--- src/rtl/ifft_pkg.sv ---
package ifft_pkg;

   localparam int POINTS      = 64;
   localparam int LOG_POINTS  = $clog2(POINTS);
   localparam int SAMPLE_BITS = 16;
   localparam int TW_BITS     = 18;
   localparam int TW_ENTRIES  = POINTS / 2;
   localparam int TW_AW       = LOG_POINTS - 1;
   localparam int WORD_BITS   = 2 * SAMPLE_BITS;
   localparam int PROD_BITS   = TW_BITS + SAMPLE_BITS;
   localparam int SUM_BITS    = PROD_BITS + 2;

   typedef logic [LOG_POINTS-1:0]          addr_type;
   typedef logic [TW_AW-1:0]               tw_idx_type;
   typedef logic signed [SAMPLE_BITS-1:0]  sample_type;
   typedef logic [WORD_BITS-1:0]           word_type;
   typedef logic signed [TW_BITS-1:0]      tw_type;
   typedef tw_type                         tw_table_type [TW_ENTRIES];

   // cos and sin of 2*pi*k/64 in Q2.15, rounded to nearest, 1.0 is 32768
   localparam tw_table_type TW_COS = '{
      18'sd32768, 18'sd32610, 18'sd32138, 18'sd31357,
      18'sd30274, 18'sd28899, 18'sd27246, 18'sd25330,
      18'sd23170, 18'sd20788, 18'sd18205, 18'sd15447,
      18'sd12540, 18'sd9512,  18'sd6393,  18'sd3212,
      18'sd0,     -18'sd3212, -18'sd6393, -18'sd9512,
      -18'sd12540, -18'sd15447, -18'sd18205, -18'sd20788,
      -18'sd23170, -18'sd25330, -18'sd27246, -18'sd28899,
      -18'sd30274, -18'sd31357, -18'sd32138, -18'sd32610
   };

   localparam tw_table_type TW_SIN = '{
      18'sd0,     18'sd3212,  18'sd6393,  18'sd9512,
      18'sd12540, 18'sd15447, 18'sd18205, 18'sd20788,
      18'sd23170, 18'sd25330, 18'sd27246, 18'sd28899,
      18'sd30274, 18'sd31357, 18'sd32138, 18'sd32610,
      18'sd32768, 18'sd32610, 18'sd32138, 18'sd31357,
      18'sd30274, 18'sd28899, 18'sd27246, 18'sd25330,
      18'sd23170, 18'sd20788, 18'sd18205, 18'sd15447,
      18'sd12540, 18'sd9512,  18'sd6393,  18'sd3212
   };

   typedef enum logic [1:0] {
      WSEL_IN,
      WSEL_TOP,
      WSEL_BOT
   } wsel_type;

   typedef struct packed {
      logic       ram_we;
      addr_type   ram_addr;
      wsel_type   wsel;
      logic       cap_a;
      logic       mul_en;
      logic       sum_en;
      tw_idx_type tw_idx;
      logic       out_load;
      addr_type   out_index;
      logic       out_last;
   } cmd_type;

   function automatic addr_type bit_reverse(addr_type v);
      addr_type r;
      for (int b = 0; b < LOG_POINTS; b++) begin
         r[LOG_POINTS-1-b] = v[b];
      end
      return r;
   endfunction

   // floor(v / 2^16 + 1/2) then clamp to the sample range
   function automatic sample_type round_sat(logic signed [SUM_BITS-1:0] v);
      logic signed [SUM_BITS-1:0] r;
      logic signed [SUM_BITS-17:0] q;
      r = v + (SUM_BITS)'(32768);
      q = r[SUM_BITS-1:16];
      if (q > (SUM_BITS-16)'(signed'((1 << (SAMPLE_BITS-1)) - 1)))
         return {1'b0, {(SAMPLE_BITS-1){1'b1}}};
      else if (q < -(SUM_BITS-16)'(signed'(1 << (SAMPLE_BITS-1))))
         return {1'b1, {(SAMPLE_BITS-1){1'b0}}};
      else
         return q[SAMPLE_BITS-1:0];
   endfunction

endpackage

--- src/rtl/ifft_ctrl.sv ---
module ifft_ctrl (
   input  logic              clock,
   input  logic              reset,
   input  logic              req_valid,
   output logic              req_ready,
   output logic              rsp_valid,
   input  logic              rsp_ready,
   output ifft_pkg::cmd_type cmd
);
   import ifft_pkg::*;

   typedef enum logic [3:0] {
      S_LOAD, S_RA, S_RB, S_MUL, S_SUM, S_WA, S_WB, S_ORD, S_OCAP, S_OWAIT
   } state_type;

   state_type  state_ff;
   addr_type   ld_ff, n_ff;
   tw_idx_type k_ff;
   logic [$clog2(LOG_POINTS)-1:0] s_ff;
   logic       rsp_valid_ff;
   logic       fire;
   addr_type   kw, half, mask, a_addr, b_addr, jw;

   assign fire   = req_valid && (state_ff == S_LOAD);
   assign kw     = addr_type'(k_ff);
   assign half   = addr_type'(1) << s_ff;
   assign mask   = half - addr_type'(1);
   assign jw     = kw & mask;
   assign a_addr = ((kw >> s_ff) << (s_ff + 1'b1)) | jw;
   assign b_addr = a_addr | half;

   always_comb begin
      cmd           = '0;
      cmd.wsel      = WSEL_IN;
      cmd.tw_idx    = tw_idx_type'(jw << (TW_AW - s_ff));
      cmd.out_index = n_ff;
      cmd.out_last  = (n_ff == addr_type'(POINTS - 1));
      cmd.ram_addr  = a_addr;
      unique case (state_ff)
         S_LOAD: begin
            cmd.ram_we   = fire;
            cmd.ram_addr = bit_reverse(ld_ff);
         end
         S_RA:  cmd.ram_addr = a_addr;
         S_RB: begin
            cmd.ram_addr = b_addr;
            cmd.cap_a    = 1'b1;
         end
         S_MUL: cmd.mul_en = 1'b1;
         S_SUM: cmd.sum_en = 1'b1;
         S_WA: begin
            cmd.ram_we = 1'b1;
            cmd.wsel   = WSEL_TOP;
         end
         S_WB: begin
            cmd.ram_we   = 1'b1;
            cmd.wsel     = WSEL_BOT;
            cmd.ram_addr = b_addr;
         end
         S_ORD:  cmd.ram_addr = addr_type'(0) - n_ff;
         S_OCAP: cmd.out_load = 1'b1;
         default: ;
      endcase
   end

   always_ff @(posedge clock) begin
      if (reset) begin
         state_ff     <= S_LOAD;
         ld_ff        <= '0;
         n_ff         <= '0;
         k_ff         <= '0;
         s_ff         <= '0;
         rsp_valid_ff <= 1'b0;
      end else begin
         unique case (state_ff)
            S_LOAD: begin
               if (fire) begin
                  ld_ff <= ld_ff + 1'b1;
                  if (ld_ff == addr_type'(POINTS - 1)) begin
                     k_ff     <= '0;
                     s_ff     <= '0;
                     state_ff <= S_RA;
                  end
               end
            end
            S_RA:  state_ff <= S_RB;
            S_RB:  state_ff <= S_MUL;
            S_MUL: state_ff <= S_SUM;
            S_SUM: state_ff <= S_WA;
            S_WA:  state_ff <= S_WB;
            S_WB: begin
               k_ff <= k_ff + 1'b1;
               if (k_ff == tw_idx_type'(TW_ENTRIES - 1)) begin
                  if (s_ff == ($clog2(LOG_POINTS))'(LOG_POINTS - 1)) begin
                     n_ff     <= '0;
                     state_ff <= S_ORD;
                  end else begin
                     s_ff     <= s_ff + 1'b1;
                     state_ff <= S_RA;
                  end
               end else begin
                  state_ff <= S_RA;
               end
            end
            S_ORD: state_ff <= S_OCAP;
            S_OCAP: begin
               rsp_valid_ff <= 1'b1;
               state_ff     <= S_OWAIT;
            end
            S_OWAIT: begin
               if (rsp_ready) begin
                  rsp_valid_ff <= 1'b0;
                  n_ff         <= n_ff + 1'b1;
                  state_ff     <= (n_ff == addr_type'(POINTS - 1)) ? S_LOAD : S_ORD;
               end
            end
            default: state_ff <= S_LOAD;
         endcase
      end
   end

   assign req_ready = (state_ff == S_LOAD);
   assign rsp_valid = rsp_valid_ff;

   a_no_overlap: assert property (@(posedge clock) disable iff (reset)
      !(req_ready && rsp_valid))
      else $error("input taken while a result is pending");

   a_write_phase: assert property (@(posedge clock) disable iff (reset)
      cmd.ram_we |-> (fire || state_ff == S_WA || state_ff == S_WB))
      else $error("sample store written outside load or butterfly write");

   a_frame_end: assert property (@(posedge clock) disable iff (reset)
      (state_ff == S_OWAIT && rsp_ready && n_ff == addr_type'(POINTS - 1)) |=> req_ready)
      else $error("no return to loading after last transfer");

endmodule

--- config.mk ---
export PLATFORM = sky130hd
export DESIGN_NAME = ifft_ctrl
export DESIGN_NICKNAME = d
export VERILOG_FILES = /design/src/rtl/ifft_pkg.sv /design/src/rtl/ifft_ctrl.sv
export SDC_FILE = /design/constraint.sdc
export NUM_CORES = 1
export LEC_CHECK = 0
export ABC_AREA = 1
export BUFFER_PORTS_ARGS = -buffer_cell sky130_fd_sc_hd__clkbuf_2
export CAP_MARGIN = 0
export CORE_ASPECT_RATIO = 0.75
export CORE_MARGIN = 2
export CORE_UTILIZATION = 30
export CTS_CLUSTER_SIZE = 25
export DETAILED_ROUTE_END_ITERATION = 10
export REMOVE_ABC_BUFFERS = 1
export SYNTH_ARGS = -nofsm -noshare
export SYNTH_HDL_FRONTEND = slang
export SYNTH_SLANG_ARGS = --single-unit
--- constraint.sdc ---
create_clock -name clock -period 1.9 [get_ports clock]
set_input_delay 0.095 -clock clock [delete_from_list [all_inputs] [get_ports clock]]
set_output_delay 0.095 -clock clock [all_outputs]
set_load 0.02 [all_outputs]
== Word-level counts from Yosys, hierarchy flattened ==
Cells that the tools add are included.
Storage, ports and cells
  flip-flop bits (word level): 25
  input port bits: 4
Cells by class
  $add $sub $neg: 7
  equal/unequal tests: 19
  shift-type cells: 4
  muxes and demuxes: 28
  bitwise operators: 3
  reduce and logical (&&, ||, !) cells: 13
Operators with widths (count)
  $pmux W4 S10: 1
  $shl A6 B32 Y5: 1
  $mux W3: 6
  $mux W6: 3
  $pmux W6 S3: 1
  $eq A4 B3 Y1 const B: 4
  $mux W4: 4
  $add A6 B1 Y6 const B: 2
  $eq A6 B6 Y1 const B: 2
  $or A6 B6 Y6: 2
  $pmux W6 S2: 1
  $mux W5: 2
  $pmux W5 S2: 1
  $eq A4 B2 Y1 const B: 2
  $eq A4 B4 Y1 const B: 2
  $ne A2 B2 Y1 const B: 4
  $and A5 B6 Y6: 1
  $pmux W3 S2: 1
  $reduce_and A3 Y1: 2
  $reduce_bool A2 Y1: 3
  $shl A1 B3 Y6 const A: 1
  $shl A6 B3 Y6: 1
  $shr A5 B3 Y6: 1
  $sub A1 B6 Y6 const A: 1
  other kinds (17): 25

== Longest topological paths before layout ==
  depth after elaboration: 6
  mapped depth: 13
  depth with buffers taken out: 13

== Worst setup path after synthesis ==
No wires, ideal clock.
  path kind: register to output
  start: register s_ff[1]
  end: output cmd[11] (netlist name)
  arrival time: 2111 ps
  path slack: -306 ps
  stages on the path, launching flop included: 9
  path buffers: 0
  cells stage by stage: dfxtp_1 > inv_1 > ha_1 > nand2_1 > ha_1 > or2_2 > o21ai_0 > o211ai_1 > a21oi_1
RTL lines
  from (decl): line ifft_ctrl.sv:19  | logic [$clog2(LOG_POINTS)-1:0] s_ff;
  from (signal assigned): line ifft_ctrl.sv:98  | s_ff <= s_ff + 1'b1;
  to (decl): line ifft_ctrl.sv:8  | output ifft_pkg::cmd_type cmd

==> metrics.yaml <==
grt:
  grt_pass1_vias: 2190
  met3_usage_pct: 2.75
  grt_first_pass_wirelength_microns: 10900
  grt_start_max_net_pins: 16
  antenna_violations_before_repair: 0
  grt_remaining_overflow: 0
  met1_usage_pct: 28.3
  grt.busiest_layer: "met1"
  gr-usage-all-layers_pct: 17.5
  grt_util_met2_pct: 24.4
detailed_routing:
  via_per_inst: 4.91
  routed_wirelength_microns: 6840
  firstDrtPassIters: 4
  dr_iter_0_viols: 156
  wire_per_inst_microns: 13.6
  drtAntennaViolNets: 0
  post_route_drc_violation_count: 0
  vias: 2462
critical_path:
  cpPeakStageDelay_ns: 0.37
  timing.critical_path.fanout_max: 4
  arrival_ns: 1.97
  critical_path_class: "flop to output pin"
  worstPathCellList: "inv_6 > ha_4 > nand2_2 > ha_4 > or2_4 > nor2_2 > nand2_1 > nand3_1 > nand2_1 > a21oi_2 > buf_6"
  cp_slowest_cell: "dfxtp_4"
  cp_top_family: "simple AND/OR/NAND/NOR gates"
  data_required_time_at_the_worst_endpoint_ns: 1.80
  setup.worst_path.start_class: "flop"
  worst_setup_path_end_kind: "output pin"
  worst-path-buf-inv: 2
final_layout:
  multi_input_comb_area_sq_um: 1590
  finish.net_count: 435
  final-seq-area_sq_um: 512
  area.growth.synth_to_final_pct: 41.8
  antennaDiodeCount: 0
  nFillCells: 707
  layout.core_utilization_pct: 43.7
  fin_cells: 501
  drive_gt1_share_pct: 30.5
floorplan:
  top_level_ports: 31
  start_util_pct: 30.8
  die_area_sq_um: 7670
  chipHeight_microns: 76.4
  fp-row-count: 26
  chipWidth_microns: 100
  core_region_area_sq_um: 6800
sta:
  finalSetupTns_ns: -0.937
  setup_viol_count_final: 11
  hold_viol: 0
  holdWs_ns: 0.207
  skew_ns: 0.00711
  finalCriticalPeriod_ns: 2.07
  grt_setup_unrepaired: "true"
  timing_worst_slew_pin_value_ns: 0.495
  slew_headroom_pct: 66.9
  finalMaxSlewViolations: 0
  postLayoutSetupSlackWorst_ns: -0.170
  fmaxAchievable_mhz: 483
  fin_crit_sh_pct: 109
pwr:
  combinationalPowerShare_pct: 6.5
  p_per_area_nw_per_um2: 308
  seq_power_share_pct: 57.8
  p_total_uw: 915
  p_int_uw: 695
  swShare_pct: 24.0
  power.static_leakage_uw: 0.00133
  ir_drop_worst_vdd_mv: 0.191
  clock_power_share_pct: 35.7
  p_switching_uw: 219
yosys:
  synthesis.area_sq_um: 2090
  yosysSeqAreaShare_pct: 23.9
  synth-warning-count: 0
  ys.flop_type: "dfxtp_1"
  ys_types: 30
  synth_seq_cells: 25
  synthesis.area_per_instance_sq_um: 5.98
  synthesis.instances: 350
  synth_enable_flop_cells: 0
  synth_async_sr_flop_share_pct: 0
clocking:
  ctsHtreeMaxLevel: 1
  cts_buffers: 3
  cts.root.buffer_cell: "clkbuf_8"
  clkLatencyLatePin_ns: 0.27
  clock_tree.buffer_depth: 2
  cts.clk_slew.worst_paths_ns: 0.09
  postCtsHoldBufs: 0
  cts_tree: "done"
  numClockSinks: 25
placed_design:
  gp_congestion: 0.928
  place.detailed.instances: 484
  detailed_place_hpwl_microns: 5090
  place.port_buffers: 30
min_path:
  holdCritPathClass: "input port to flop"
run_status:
  run_status: "finished, violations left"
  violations: "negative setup slack"
job:
  max_cap_viol_count: 0
-- logic make-up (layout without fill, tap and decap cells) --
group                      after synthesis  after routing  share of synthesized area, %
and+or+nand+nor                        194            194                          40.9
AOI/OAI and AO/OA                       61             61                          16.9
buffers and inverters                   57            124                          10.5
DFF                                     25             25                          23.9
adders and majority gates               13             13                          7.77
-- through the flow --
step / setup slack, ns / instance area [sq um]
floorplan: -0.642 / 2070
CTS: -0.203 / 2800
global placement: -0.0507 / 2510
global route: -0.283 / 2970
finish: -0.170 / 2970
detailed placement: -0.0788 / 2510
-- power groups by stage --
stage | Clock [uW] | Combinational [uW] | Sequential (uW)
2_1_floorplan | 0 | 32.4 | 542
3_3_place_gp | 0 | 54.2 | 543
3_5_place_dp | 0 | 54.8 | 544
4_1_cts | 342 | 58.3 | 530
5_1_grt | 358 | 65.8 | 529
6_report | 327 | 59.5 | 528
-- per-layer routing --
layer / routed length, microns / vias up / part of all wire, %
met3: 456 / 8 / 6.7
met4: 55 / 0 / 0.80
met1: 3610 / 1104 / 53
met5: 0 / - / 0
met2: 2710 / 61 / 40
li1: - / 1289 / -
-- worst register-to-register path: cells and delay by family, from the launching register on --
family                   cells  cell delay, ns
AO/OA/AOI/OAI                2            0.39
adder cells (fa/ha/maj)      2            0.35
buffers and inverters        2            0.09
flip-flops                   1            0.37
AND/OR/NAND/NOR              6            0.53
-- cell usage after synthesis (2+ instances only) --
cell	count	share of area, %
o21ai_1	4	0.96
o211ai_1	4	1.4
nand4_1	3	0.90
ha_1	13	7.8
o21ai_0	13	3.1
nand3_1	30	7.2
nor3_1	23	5.5
o22ai_1	2	0.60
buf_2	2	0.48
nand2_2	3	0.90
nor2_1	40	7.2
dfxtp_1	25	24
nand2_1	88	16
a21oi_1	27	6.5
a221oi_1	4	1.7
inv_2	2	0.36
inv_1	51	9.1
a31oi_1	4	1.2
-- flip-flops by register name (all words and copies together), names as in the netlist --
signal and flops:
n_ff 6, ld_ff 6, s_ff 3, rsp_valid 1, state_ff 4, k_ff 5
-- cells in the final DEF, fill, tap and decap left out, types with 2 or more instances in the layout --
cell       n
clkbuf_8   7
nor2_2     5
nor3_1    21
nor2_4     3
inv_4      3
nand2_1   80
o211ai_1   4
nand4_1    3
inv_1     45
clkbuf_2  22
buf_6      4
a31oi_1    4
ha_4       7
a221oi_1   2
o21ai_1    7
nand2_4    3
a221oi_2   2
nand2_2    9
dfxtp_2    3
a21oi_1   24
buf_8      3
nand3_2    4
o22ai_1    2
nor2_1    33
a21oi_2    3
dfxtp_1   20
o21ai_0    9
inv_2      4
ha_1       5
nor3_2     2
nand3_1   26
buf_4     33
dfxtp_4    2
-- what timing repair did --
action,4_1_cts,5_1_grt
pin swaps,25,22
buffers inserted,5,9
gates resized for setup,60,34
setup endpoints to repair,11,17
-- final timing paths --
| path | start | end | slack [ns] | depth (start not counted) |
|---|---|---|---|---|
| setup / recovery | s_ff[1]$_SDFFE_PP0P_ | cmd[12] | -0.17 | 11 |
| hold / removal | req_valid | state_ff[0]$_SDFFE_PP0P_ | 0.21 | 5 |
| setup reg to reg | k_ff[1]$_SDFFE_PP0P_ | n_ff[5]$_SDFFE_PP0P_ | 0.09 | 12 |
| hold reg to reg | rsp_valid$_SDFFE_PP0P_ | rsp_valid$_SDFFE_PP0P_ | 0.47 | 2 |
-- area by class of cell --
type | count | area share, %
well taps | 84 | 3.54
repair buffers | 67 | 17.2
clock buffers | 4 | 1.52
flip-flops and latches | 25 | 17.2
multi-input cells | 268 | 53.4
inverters | 53 | 7.12
(Power assumes the default switching activity.)
